==> config.mk <==
export PLATFORM = sky130hd
export DESIGN_NAME = one_shot_timer_table
export DESIGN_NICKNAME = d
export VERILOG_FILES = /design/src/sv/ostt_pkg.sv /design/src/sv/ostt_entry_ram.sv /design/src/sv/one_shot_timer_table.sv
export SDC_FILE = /design/constraint.sdc
export NUM_CORES = 2
export LEC_CHECK = 0
export BUFFER_PORTS_ARGS = -buffer_cell sky130_fd_sc_hd__buf_2
export CAP_MARGIN = 5
export CORE_MARGIN = 2
export CORE_UTILIZATION = 60
export CTS_CLUSTER_DIAMETER = 50
export DETAILED_ROUTE_END_ITERATION = 12
export HOLD_SLACK_MARGIN = 0.06
export PLACE_DENSITY = 0.77
export SLEW_MARGIN = 20
export SYNTH_ARGS = -nofsm -noshare
export SYNTH_HDL_FRONTEND = slang
export SYNTH_SLANG_ARGS = --single-unit
==> constraint.sdc <==
create_clock -name clk -period 30 [get_ports clk]
set_input_delay 3 -clock clk [delete_from_list [all_inputs] [get_ports clk]]
set_output_delay 3 -clock clk [all_outputs]
set_load 0.02 [all_outputs]
==> src/sv/ostt_pkg.sv <==
// ostt_pkg: shared types and constants for the one-shot timer table.
// Used by ostt_entry_ram and one_shot_timer_table; depends on nothing.
`default_nettype none

package ostt_pkg;

  localparam int unsigned SLOTS_DEFAULT = 16;
  localparam int unsigned MAX_FIRES     = 16;

  localparam int unsigned IN_W  = 216;
  localparam int unsigned OUT_W = 112;

  localparam logic [20:0] USEC_ONE_SEC   = 21'd1000000;
  localparam logic [20:0] USEC_TWO_SEC   = 21'd2000000;
  localparam logic [19:0] MIN_DELAY_USEC = 20'd500000;

  typedef enum logic [1:0] {
    CMD_REGISTER   = 2'd0,
    CMD_UNREGISTER = 2'd1,
    CMD_POLL       = 2'd2,
    CMD_CLEAR      = 2'd3
  } cmd_t;

  typedef enum logic [1:0] {
    STAT_OK       = 2'd0,
    STAT_REJECT   = 2'd1,
    STAT_FULL     = 2'd2,
    STAT_BAD_SLOT = 2'd3
  } status_t;

  localparam logic [1:0] KIND_TASK  = 2'd0;
  localparam logic [1:0] KIND_INNER = 2'd2;

  typedef enum logic [1:0] {
    ST_IDLE,
    ST_CALC,
    ST_SCAN,
    ST_DONE
  } state_t;

  typedef struct packed {
    logic [31:0] deadline_sec;
    logic [19:0] deadline_usec;
    logic [1:0]  kind;
    logic [31:0] first_arg;
    logic [31:0] second_arg;
    logic [7:0]  handler;
  } entry_t;

endpackage

`default_nettype wire

==> src/sv/ostt_entry_ram.sv <==
// ostt_entry_ram: timer entry store, one write and one registered read port.
// Depends on ostt_pkg for the entry layout.
`default_nettype none

module ostt_entry_ram import ostt_pkg::*; #(
  parameter int unsigned DEPTH = SLOTS_DEFAULT,
  parameter int unsigned AW    = 4
) (
  input  wire logic          clk,
  input  wire logic          wr_en,
  input  wire logic [AW-1:0] wr_addr,
  input  wire entry_t        wr_data,
  input  wire logic          rd_en,
  input  wire logic [AW-1:0] rd_addr,
  output entry_t             rd_data
);

  entry_t mem [DEPTH];

  always_ff @(posedge clk) begin
    if (wr_en) begin
      mem[wr_addr] <= wr_data;
    end
  end

  always_ff @(posedge clk) begin
    if (rd_en) begin
      rd_data <= mem[rd_addr];
    end
  end

endmodule

`default_nettype wire

==> src/sv/one_shot_timer_table.sv <==
// one_shot_timer_table: table of one-shot timers with register, unregister,
// poll and offset-clear commands. Depends on ostt_pkg and ostt_entry_ram.
//
// One command word is taken at a time. Poll, and register unless rejected, run a
// scan that reads one slot per cycle, when not held, through the single read port
// of the entry memory; every fired timer word holds the scan while the output
// register is still full. Unregister and clear skip the scan. A new command is
// accepted as soon as the previous final word is in the output register. Poll
// applies the server offset to live deadlines once until a clear command, and
// reports at most 16 fired timers per poll, in slot order, followed by a closing
// word with tlast.
`default_nettype none

module one_shot_timer_table import ostt_pkg::*; #(
  parameter int unsigned SLOTS = SLOTS_DEFAULT
) (
  input  wire logic             clk,
  input  wire logic             rst,
  input  wire logic             s_tvalid,
  output logic                  s_tready,
  // now_sec, now_usec, server_offset, delay_sec, delay_usec, kind,
  // first_arg, second_arg, handler, slot, 2 bits zero fill
  input  wire logic [IN_W-1:0]  s_tdata,
  // cmd
  input  wire logic [1:0]       s_tuser,
  output logic                  m_tvalid,
  input  wire logic             m_tready,
  // status, entry_slot, fire_first_arg, fire_second_arg, fire_handler,
  // deadline_sec, 2 bits zero fill
  output logic [OUT_W-1:0]      m_tdata,
  // fired
  output logic [0:0]            m_tuser,
  output logic                  m_tlast
);

  localparam int unsigned IW = (SLOTS > 1) ? $clog2(SLOTS) : 1;
  localparam int unsigned CW = $clog2(SLOTS + 1);
  localparam int unsigned FW = $clog2(MAX_FIRES + 1);

  // input word fields
  logic [31:0] in_now_sec;
  logic [19:0] in_now_usec;
  logic [31:0] in_server_offset;
  logic [31:0] in_delay_sec;
  logic [19:0] in_delay_usec;
  logic [1:0]  in_kind;
  logic [31:0] in_first_arg;
  logic [31:0] in_second_arg;
  logic [7:0]  in_handler;
  logic [3:0]  in_slot;
  cmd_t        in_cmd;

  assign in_now_sec       = s_tdata[31:0];
  assign in_now_usec      = s_tdata[51:32];
  assign in_server_offset = s_tdata[83:52];
  assign in_delay_sec     = s_tdata[115:84];
  assign in_delay_usec    = s_tdata[135:116];
  assign in_kind          = s_tdata[137:136];
  assign in_first_arg     = s_tdata[169:138];
  assign in_second_arg    = s_tdata[201:170];
  assign in_handler       = s_tdata[209:202];
  assign in_slot          = s_tdata[213:210];
  assign in_cmd           = cmd_t'(s_tuser);

  function automatic logic [3:0] slot4(input logic [IW-1:0] idx);
    logic [IW+3:0] w;
    w = (IW+4)'(idx);
    return w[3:0];
  endfunction

  state_t state;
  state_t state_next;

  // held command
  cmd_t        cmd;
  logic [19:0] now_usec;
  logic [31:0] offset;
  logic [31:0] delay_sec;
  logic [19:0] delay_usec;
  logic [1:0]  kind;
  logic [31:0] first_arg;
  logic [31:0] second_arg;
  logic [7:0]  handler;
  logic [3:0]  slot;
  logic [31:0] srv_now;
  logic [19:0] usec_sum;
  logic [1:0]  usec_carry;
  logic [31:0] dl_sec;
  logic [19:0] dl_usec;
  logic        reject;
  logic        apply;
  logic        offset_applied;

  logic [SLOTS-1:0] valid;

  // scan
  logic [CW-1:0] iss;
  logic          p_valid;
  logic [IW-1:0] p_idx;
  logic [FW-1:0] fire_cnt;
  logic          dup_found;
  logic [IW-1:0] dup_idx;
  logic          free_found;
  logic [IW-1:0] free_idx;

  // output register
  logic        out_valid;
  status_t     out_status;
  logic [3:0]  out_slot;
  logic        out_fired;
  logic [31:0] out_first_arg;
  logic [31:0] out_second_arg;
  logic [7:0]  out_handler;
  logic [31:0] out_dl_sec;
  logic        out_last;

  // memory port
  entry_t        rd_data;
  entry_t        wr_data;
  logic          wr_en;
  logic [IW-1:0] wr_addr;
  logic          rd_en;

  logic          accept;
  logic [20:0]   usec_raw;
  logic [20:0]   usec_red;
  logic [1:0]    usec_c;
  logic          reject_c;
  logic [31:0]   dl_adj;
  logic          expired;
  logic          is_dup;
  logic          poll_fire;
  logic          out_free;
  logic          scan_stall;
  logic          scan_adv;
  logic          issue;
  logic          scan_end;
  logic          write_back;
  logic          reg_store;
  logic          done_go;
  logic [CW+3:0] slot_ext;
  logic          slot_bad;
  logic [IW-1:0] slot_idx;
  status_t       fin_status;
  logic [3:0]    fin_slot;

  ostt_entry_ram #(
    .DEPTH (SLOTS),
    .AW    (IW)
  ) u_ram (
    .clk     (clk),
    .wr_en   (wr_en),
    .wr_addr (wr_addr),
    .wr_data (wr_data),
    .rd_en   (rd_en),
    .rd_addr (iss[IW-1:0]),
    .rd_data (rd_data)
  );

  // microsecond sum, carrying up to two seconds
  always_comb begin
    usec_raw = 21'(in_now_usec) + 21'(in_delay_usec);
    if (usec_raw >= USEC_TWO_SEC) begin
      usec_red = usec_raw - USEC_TWO_SEC;
      usec_c   = 2'd2;
    end else if (usec_raw >= USEC_ONE_SEC) begin
      usec_red = usec_raw - USEC_ONE_SEC;
      usec_c   = 2'd1;
    end else begin
      usec_red = usec_raw;
      usec_c   = 2'd0;
    end
  end

  assign reject_c = delay_sec[31] || (delay_sec == 32'd0 && delay_usec < MIN_DELAY_USEC) ||
                    handler == 8'd0 || kind >= KIND_INNER;

  assign dl_adj  = rd_data.deadline_sec + (apply ? offset : 32'd0);
  assign expired = valid[p_idx] && fire_cnt < FW'(MAX_FIRES) &&
                   (srv_now > dl_adj ||
                    (srv_now == dl_adj && now_usec >= rd_data.deadline_usec));
  assign is_dup  = valid[p_idx] && rd_data.handler == handler &&
                   rd_data.first_arg == first_arg && rd_data.second_arg == second_arg &&
                   rd_data.kind == kind &&
                   (kind == KIND_TASK || rd_data.deadline_sec == dl_sec);

  assign slot_ext = (CW+4)'(slot);
  assign slot_bad = slot_ext >= (CW+4)'(SLOTS);
  assign slot_idx = slot_ext[IW-1:0];

  // next state
  always_comb begin
    state_next = state;
    case (state)
      ST_IDLE: begin
        if (s_tvalid) begin
          case (in_cmd)
            CMD_REGISTER: state_next = ST_CALC;
            CMD_POLL:     state_next = ST_SCAN;
            default:      state_next = ST_DONE;
          endcase
        end
      end
      ST_CALC: state_next = reject_c ? ST_DONE : ST_SCAN;
      ST_SCAN: if (scan_end) state_next = ST_DONE;
      ST_DONE: if (out_free) state_next = ST_IDLE;
      default: state_next = ST_IDLE;
    endcase
  end

  // control outputs
  always_comb begin
    s_tready   = (state == ST_IDLE);
    accept     = s_tvalid && s_tready;
    out_free   = !out_valid || m_tready;
    poll_fire  = (state == ST_SCAN) && p_valid && cmd == CMD_POLL && expired;
    scan_stall = poll_fire && !out_free;
    scan_adv   = (state == ST_SCAN) && !scan_stall;
    issue      = scan_adv && iss < CW'(SLOTS);
    rd_en      = issue;
    scan_end   = scan_adv && iss == CW'(SLOTS) && !p_valid;
    write_back = scan_adv && p_valid && cmd == CMD_POLL && apply && valid[p_idx] && !expired;
    done_go    = (state == ST_DONE) && out_free;
    reg_store  = done_go && cmd == CMD_REGISTER && !reject && !dup_found && free_found;

    wr_en   = write_back || reg_store;
    wr_addr = reg_store ? free_idx : p_idx;
    if (reg_store) begin
      wr_data.deadline_sec  = dl_sec;
      wr_data.deadline_usec = dl_usec;
      wr_data.kind          = kind;
      wr_data.first_arg     = first_arg;
      wr_data.second_arg    = second_arg;
      wr_data.handler       = handler;
    end else begin
      wr_data              = rd_data;
      wr_data.deadline_sec = dl_adj;
    end

    fin_status = STAT_OK;
    fin_slot   = 4'd0;
    case (cmd)
      CMD_REGISTER: begin
        if (reject) begin
          fin_status = STAT_REJECT;
        end else if (dup_found) begin
          fin_slot = slot4(dup_idx);
        end else if (free_found) begin
          fin_slot = slot4(free_idx);
        end else begin
          fin_status = STAT_FULL;
        end
      end
      CMD_UNREGISTER: begin
        fin_status = slot_bad ? STAT_BAD_SLOT : STAT_OK;
        fin_slot   = slot;
      end
      default: ;
    endcase
  end

  always_ff @(posedge clk) begin
    if (rst) begin
      state <= ST_IDLE;
    end else begin
      state <= state_next;
    end
  end

  // command hold
  always_ff @(posedge clk) begin
    if (accept) begin
      cmd        <= in_cmd;
      now_usec   <= in_now_usec;
      offset     <= in_server_offset;
      delay_sec  <= in_delay_sec;
      delay_usec <= in_delay_usec;
      kind       <= in_kind;
      first_arg  <= in_first_arg;
      second_arg <= in_second_arg;
      handler    <= in_handler;
      slot       <= in_slot;
      srv_now    <= in_now_sec + in_server_offset;
      usec_sum   <= usec_red[19:0];
      usec_carry <= usec_c;
    end
    if (state == ST_CALC) begin
      dl_sec  <= srv_now + delay_sec + 32'(usec_carry);
      dl_usec <= usec_sum;
      reject  <= reject_c;
    end
  end

  // offset flag
  always_ff @(posedge clk) begin
    if (rst) begin
      offset_applied <= 1'b0;
      apply          <= 1'b0;
    end else begin
      if (accept && in_cmd == CMD_POLL) begin
        apply <= !offset_applied && in_server_offset != 32'd0;
        if (in_server_offset != 32'd0) begin
          offset_applied <= 1'b1;
        end
      end
      if (done_go && cmd == CMD_CLEAR) begin
        offset_applied <= 1'b0;
      end
    end
  end

  // valid bits
  always_ff @(posedge clk) begin
    if (rst) begin
      valid <= '0;
    end else begin
      if (scan_adv && p_valid && cmd == CMD_POLL && expired) begin
        valid[p_idx] <= 1'b0;
      end
      if (reg_store) begin
        valid[free_idx] <= 1'b1;
      end
      if (done_go && cmd == CMD_UNREGISTER && !slot_bad) begin
        valid[slot_idx] <= 1'b0;
      end
    end
  end

  // scan sequencer
  always_ff @(posedge clk) begin
    if (rst) begin
      iss        <= '0;
      p_valid    <= 1'b0;
      p_idx      <= '0;
      fire_cnt   <= '0;
      dup_found  <= 1'b0;
      dup_idx    <= '0;
      free_found <= 1'b0;
      free_idx   <= '0;
    end else if (state != ST_SCAN) begin
      if (state != ST_DONE) begin
        iss        <= '0;
        p_valid    <= 1'b0;
        fire_cnt   <= '0;
        dup_found  <= 1'b0;
        free_found <= 1'b0;
      end
    end else if (scan_adv) begin
      p_valid <= issue;
      if (issue) begin
        p_idx <= iss[IW-1:0];
        iss   <= iss + CW'(1);
      end
      if (p_valid) begin
        if (cmd == CMD_POLL && expired) begin
          fire_cnt <= fire_cnt + FW'(1);
        end
        if (cmd == CMD_REGISTER) begin
          if (is_dup && !dup_found) begin
            dup_found <= 1'b1;
            dup_idx   <= p_idx;
          end
          if (!valid[p_idx] && !free_found) begin
            free_found <= 1'b1;
            free_idx   <= p_idx;
          end
        end
      end
    end
  end

  // output register
  always_ff @(posedge clk) begin
    if (rst) begin
      out_valid <= 1'b0;
    end else if ((poll_fire && out_free) || done_go) begin
      out_valid <= 1'b1;
    end else if (m_tready) begin
      out_valid <= 1'b0;
    end
  end

  always_ff @(posedge clk) begin
    if (poll_fire && out_free) begin
      out_status     <= STAT_OK;
      out_slot       <= slot4(p_idx);
      out_fired      <= 1'b1;
      out_first_arg  <= rd_data.first_arg;
      out_second_arg <= rd_data.second_arg;
      out_handler    <= rd_data.handler;
      out_dl_sec     <= dl_adj;
      out_last       <= 1'b0;
    end else if (done_go) begin
      out_status     <= fin_status;
      out_slot       <= fin_slot;
      out_fired      <= 1'b0;
      out_first_arg  <= 32'd0;
      out_second_arg <= 32'd0;
      out_handler    <= 8'd0;
      out_dl_sec     <= 32'd0;
      out_last       <= 1'b1;
    end
  end

  assign m_tvalid = out_valid;
  assign m_tdata  = {2'b00, out_dl_sec, out_handler, out_second_arg, out_first_arg,
                     out_slot, out_status};
  assign m_tuser  = out_fired;
  assign m_tlast  = out_last;

endmodule

`default_nettype wire
Word level (Yosys, flattened, before mapping)
Memories as Yosys holds them, arrays and structs flattened. A register that Yosys moved wholly into a read port is not among the register bits.
Index checks and enable logic that the tools add are counted.
{"block": "totals", "latch_bits": 0, "ramBits": 2016, "n_memories": 1, "mem_bits_ro": 0, "output_inout_bits": 116, "reg_bits": 449, "inputBits": 222, "word_cells": 242}
{"name": "u_ram.mem", "depth": 16, "width": 126, "rd": 1, "rd_ports_with_merged_regs": 1, "wr": 1, "line": "ostt_entry_ram.sv:18", "text": "entry_t mem [DEPTH];"}
{"block": "classes", "mul": 0, "n_reduce_logical": 87, "bitwise_logic": 6, "shifts": 0, "magnitude_cmp": 15, "add_sub_neg": 9, "n_mux": 67, "div": 0, "n_eq_ne": 20}
{"operator": "$mux W32", "count": 5}
{"operator": "$eq A32 B32 Y1", "count": 4}
{"operator": "$mux W126", "count": 1}
{"operator": "$add A32 B32 Y32", "count": 3}
{"operator": "$mux W16", "count": 5}
{"operator": "$logic_and A1 B1 Y1", "count": 41}
{"operator": "$mux W20", "count": 2}
{"operator": "$mux W5", "count": 8}
{"operator": "$sub A20 B20 Y20 const B", "count": 2}
{"operator": "$add A32 B2 Y32", "count": 1}
{"operator": "$and A16 B16 Y16", "count": 2}
{"operator": "$gt A32 B32 Y1", "count": 1}
{"operator": "$logic_not A32 Y1", "count": 1}
{"operator": "$not A16 Y16", "count": 2}
{"operator": "$reduce_bool A32 Y1", "count": 1}
{"operator": "$mux W4", "count": 6}
{"operator": "$mux W1", "count": 23}
{"operator": "$add A20 B20 Y21", "count": 1}
{"operator": "$ge A21 B20 Y1 const B", "count": 1}
{"operator": "$ge A21 B21 Y1 const B", "count": 1}
{"operator": "$ge A20 B20 Y1", "count": 1}
{"operator": "$lt A20 B19 Y1 const B", "count": 1}
{"operator": "$reduce_and A5 Y1", "count": 4}
{"operator": "$reduce_bool A2 Y1", "count": 9}
{"operator": "other kinds (30)", "count": 78}

Longest topological paths before layout
{"block": "logic_depth", "ltp_word": 20, "depth_mapped": 28, "ltp_nobuf": 26}

Cells and area by module
From an unflattened synthesis, not the netlist that was laid out.
{"block": "hier_totals", "cells_unflattened": 5736, "hier_area_um2": 105342.3}
{"mod": "ostt_entry_ram", "area_per_inst_um2": 79465.0, "instances": 1, "seq_area_each_um2": 64321.7, "cells_per_inst": 3304}
{"mod": "one_shot_timer_table", "area_per_inst_um2": 25877.3, "instances": 1, "seq_area_each_um2": 12832.3, "cells_per_inst": 2432}

Worst setup path before layout
Ideal clock, no wire load.
{"block": "synth_path", "path_kind": "reg2reg", "startpoint": "reg apply", "endpoint": "mem u_ram.mem[0][0] (netlist name), enable pin", "t_arrival_ns": 10.291, "stages_incl_launch_ff": 26, "synth_period_minus_slack_ns": 10.904, "required_time_ns": 29.387, "setup_ns": 0.613, "setup_slack_ns": 19.096, "path_buffers": 1, "path_cell_list": "dfxtp_1 -> clkbuf_1 -> nand2_1 -> inv_1 -> ha_1 -> a211o_1 -> a2111oi_0 -> and4b_1 -> o2111ai_1 -> a31oi_1 -> a21oi_1 -> a21oi_1 -> a21o_1 -> a21oi_1 -> xnor2_1 -> ha_1 -> nand3_1 -> nor2_1 -> nand2_1 -> nor4_1 -> nand3_1 -> o41ai_1 -> a21oi_1 -> o31ai_1 -> o21ai_0 -> nor2_1"}
{"block": "synth_via", "elab_chain_cells": 18, "elab_cells_between_ends": 20, "cone_classes": "1 x add/sub; 1 x order compare; 1 x eq/ne; 3 x mux; 14 x reduce/logical"}
{"element": "start, declared", "line": "one_shot_timer_table.sv:91", "text": "logic apply;"}
{"element": "start signal, assigned", "line": "one_shot_timer_table.sv:298", "text": "apply <= 1'b0;"}
{"element": "start signal, assigned", "line": "one_shot_timer_table.sv:301", "text": "apply <= !offset_applied && in_server_offset != 32'd0;"}
{"element": "branches (longest 14 deep; another with $add A32 B32 Y32)"}
{"element": "$logic_and A1 B1 Y1 *", "line": "one_shot_timer_table.sv:222", "text": "write_back = scan_adv && p_valid && cmd == CMD_POLL && apply && valid[p_idx] && !expired;"}
{"element": "$logic_or A1 B1 Y1 *", "line": "one_shot_timer_table.sv:226", "text": "wr_en = write_back || reg_store;"}
{"element": "$mux W1 *", "line": "ostt_entry_ram.sv:21", "text": "if (wr_en) begin"}
{"element": "$mux W1 (implied by the code) *", "line": "ostt_entry_ram.sv:22", "text": "mem[wr_addr] <= wr_data;"}
{"element": "end, declared", "line": "ostt_entry_ram.sv:18"}
Mark *: on every way between the ends.

Final worst setup path
{"block": "layout_path", "startpoint": "reg apply", "endpoint": "mem u_ram.mem[5][43] (netlist name), enable pin"}
Same word-level chain as after synthesis.

==> key figures <==
Yosys
  • Count leader, synth: edfxtp_1
  • Ranking of synthesized cells by area: edfxtp_1 73%, mux4_2 14%, ha_1 2.4%, nand2_1 1.1%, dfxtp_1 0.95%
  • Netlist cell types: 87
  • Largest family of logic cells by synthesized area: multiplexers
  • Post-synth EDFFs: 2536
  • Avg Cell Area, Syn: 19.6 sq um
  • YS warnings: 0
  • Synth cell count leaders: 2536 x edfxtp_1, 635 x mux4_2, 304 x nand2_1
  • Cells after synthesis: 5359
  • Area share of the largest cell type after synthesis: 72.7%
  • Post-synthesis mux area share: 13.8%
  • Async S/R FF share, synth: 0%
  • Synth Area in Adders: 2.56%
  • Main flop type after synthesis: edfxtp_1
  • Xor/xnor share of the synthesized area: 1.52%
  • Seq/Total Area, Yosys: 73.6%
  • Post-synth top area cell: edfxtp_1
  • Flops & latches, synth: 2586
  • Area of the mapped netlist: 105000 sq um
  • Post-Synth Simple-Gate Area: 3.85%
  • Synth Area in Compound Gates: 3.36%

Critical path
  • CP most frequent cell: buf_4
  • Critical path's top delay family: compound AO/OA/AOI/OAI gates
  • Worst path slowest cell: buf_4
  • CP arrival: 11.16 ns
  • CP endpoint kind: flip-flop
  • CP Launch Type: flip-flop
  • Crit path from: apply$_SDFFE_PP0P_
  • Buffer and inverter count on the worst path: 5
  • Setup CP Type: flip-flop to flip-flop
  • Reg2Reg Launch Point: apply$_SDFFE_PP0P_
  • Critical path's largest stage delay: 0.89 ns
  • Crit-path max FO: 46
  • Critical path required time: 30.53 ns

STA
  • Setup TNS: 0 ns
  • Clock Skews: 0.0947 ns
  • RSZ-0062 raised after global routing: false
  • Worst Tran Pin Value: 1.19 ns
  • Slew Limit Headroom: 20.8%
  • Fin. Hold Viols: 0
  • Minimum clock period after layout: 10.62 ns
  • Achievable Freq: 0.0941 GHz
  • Post-route clock period utilization: 35.4%
  • Max Slew Vio Count: 0
  • Setup-failing EPs final: 0

Floorplan
  • Core ar.: 174000 sq um
  • Die area: 178000 sq um
  • I/O pin count: 338
  • Die Wd: 422 microns
  • Num rows: 153
  • Initial Util: 60.4%
  • Chip height: 422 microns

Clocking
  • Worst-Skew Late Latency: 0.95 ns
  • Clock Sinks: 2586
  • Post-cts hold buffer count: 0
  • H-tree depth: 5
  • Reg clk slew, reported paths: 0.06 ns
  • CTS tree: done
  • Post-CTS setup repair buffer count: 0
  • Max clock buf depth: 4
  • CTS root buffer: clkbuf_16
  • PostCTS Resize Cnt: 0
  • Total CTS buffers: 284

GRT
  • First-pass GRT wire length: 395 mm
  • Overflow left after global routing: 0
  • Initial antenna violation count: 7
  • Vias in the first global route: 57782
  • Largest net degree at the start of global routing: 141
  • Total GRT Usage: 30.8%

Power
  • Pleak: 39.2 nW
  • Switching share of power: 26.5%
  • Flop pwr share: 48.1%
  • Combinational Power Share: 16.1%
  • Cell internal pwr: 7.00 mW
  • P_sw: 2.52 mW
  • PwrDens: 80.0 nW/um^2
  • Max VDD drop: 0.0592 mV
  • Clock Power Share: 35.8%

Job
  • Max-Cap Viols: 0

Place
  • Final Wtd Congestion: 0.883
  • DP Cell Count: 7934
  • Input/output buffers: 333
  • Post-DP HPWL: 138 mm

Worst hold path
  • Min-delay worst type: flip-flop to flip-flop
  • Hold path start: usec_sum[12]$_DFFE_PP_

Drt
  • WL final: 273 mm
  • Routed Antenna Nets: 0
  • DRC: 0
  • Vias per cell: 6.75
  • DR WL/cell: 32.5 microns
  • DR vias: 56869
  • Initial drt markers: 7820
  • DRT Pass-1 Iters: 6

Layout
  • Non-filler cells, final: 8423
  • Fillers: 10416
  • Share of layout cells above drive strength 1: 25.6%
  • Post-layout nets: 6328
  • P&R area growth vs syn: 13.5%

Outcome
  • Status: complete, no violations
flip-flops by register name, indices dropped and copies added (netlist names), 5 cells and up:
name and count:
delay_usec 15, second_arg 32, out_first_arg 32, u_ram.mem 2016, srv_now 32, dl_usec 20
offset 32, valid 16, out_dl_sec 32, dl_sec 32, iss 5, u_ram.rd_data 126
out_second_arg 32, delay_sec 32, first_arg 32, usec_sum 20, handler 8, fire_cnt 5
out_handler 8, now_usec 20
cells in the final DEF (no fill, tap or decap), types with 24 or more instances in the layout:
cell type	count
a21o_1	56
a21oi_1	122
and2_1	42
and3_1	79
buf_2	333
buf_4	125
bufinv_16	27
clkbuf_1	47
clkbuf_16	291
clkinv_1	44
clkinv_2	42
dfxtp_1	46
edfxtp_1	2536
ha_1	204
inv_1	128
mux4_2	635
nand2_1	302
nand3_1	33
nand4_1	30
nor2_1	148
nor2b_1	37
nor3_1	43
nor4_1	44
o21a_1	24
o21ai_0	119
xnor2_1	90
xor2_1	92
path summary, 6_finish.rpt:
kind	endpoint	slack [ns]	cells after the start
max	u_ram.mem[5][43]$_DFFE_PP_	19.38	28
min	dl_usec[12]$_DFFE_PP_	0.39	0
min reg2reg	dl_usec[12]$_DFFE_PP_	0.39	0
max reg2reg	u_ram.mem[5][43]$_DFFE_PP_	19.38	28
metrics by stage:
step                hold WS, ns  setup WS, ns  power, mW  area [sq um]  util (%)
floorplan                 0.400         19.10       5.62        105000         -
global placement          0.404         19.52       6.10        110000      63.3
detailed placement        0.405         19.40       6.13        110000      63.3
CTS                       0.399         19.27       9.53        119000      68.5
global route              0.414         18.97       9.80        119000      68.5
finish                    0.395         19.38       9.52        119000      68.5
metal layers:
layer / global-route usage, % / up-vias / routed length, microns
met1: 41.2 / 29181 / 97200
li1: - / 22958 / -
met4: 12.9 / 0 / 12600
met2: 50.2 / 4028 / 135000
met3: 6.01 / 702 / 28700
met5: 0 / - / 0
power by group through the flow:
stage	Sequential, mW	Clock [mW]	Combinational (mW)
global placement	4.64	0	1.46
finish	4.58	3.41	1.54
global route	4.59	3.56	1.65
detailed placement	4.64	0	1.50
CTS	4.57	3.44	1.52
floorplan	4.62	0	1.00
final cells by class:
type / instances / area [sq um] / share of cell area (%)
Antenna cell: 6 / 15.0 / 0.0126
Timing Repair Buffer: 473 / 2910 / 2.44
Sequential cell: 2586 / 77200 / 64.9
Clock buffer: 338 / 7460 / 6.27
Multi-Input combinational cell: 2421 / 26500 / 22.3
Clock inverter: 145 / 1480 / 1.24
Tap cell: 2325 / 2910 / 2.45
Inverter: 129 / 487 / 0.409
kinds of logic after synthesis:
logic type,count (synthesis)
AO/OA/AOI/OAI,532
buffers and inverters,353
other,1
multiplexers,652
adder cells (fa/ha/maj),211
XOR/XNOR,182
AND/OR/NAND/NOR,842
flip-flops,2586
worst reg2reg max path, delay by kind of cell, from the launching register on:
family | cells | cell delay [ns]
AO/OA/AOI/OAI | 10 | 3.66
flip-flops | 1 | 0.31
adder cells (fa/ha/maj) | 3 | 0.87
AND/OR/NAND/NOR | 10 | 2.97
buffers and inverters | 5 | 2.40
Power figures use the tool's default switching activity.
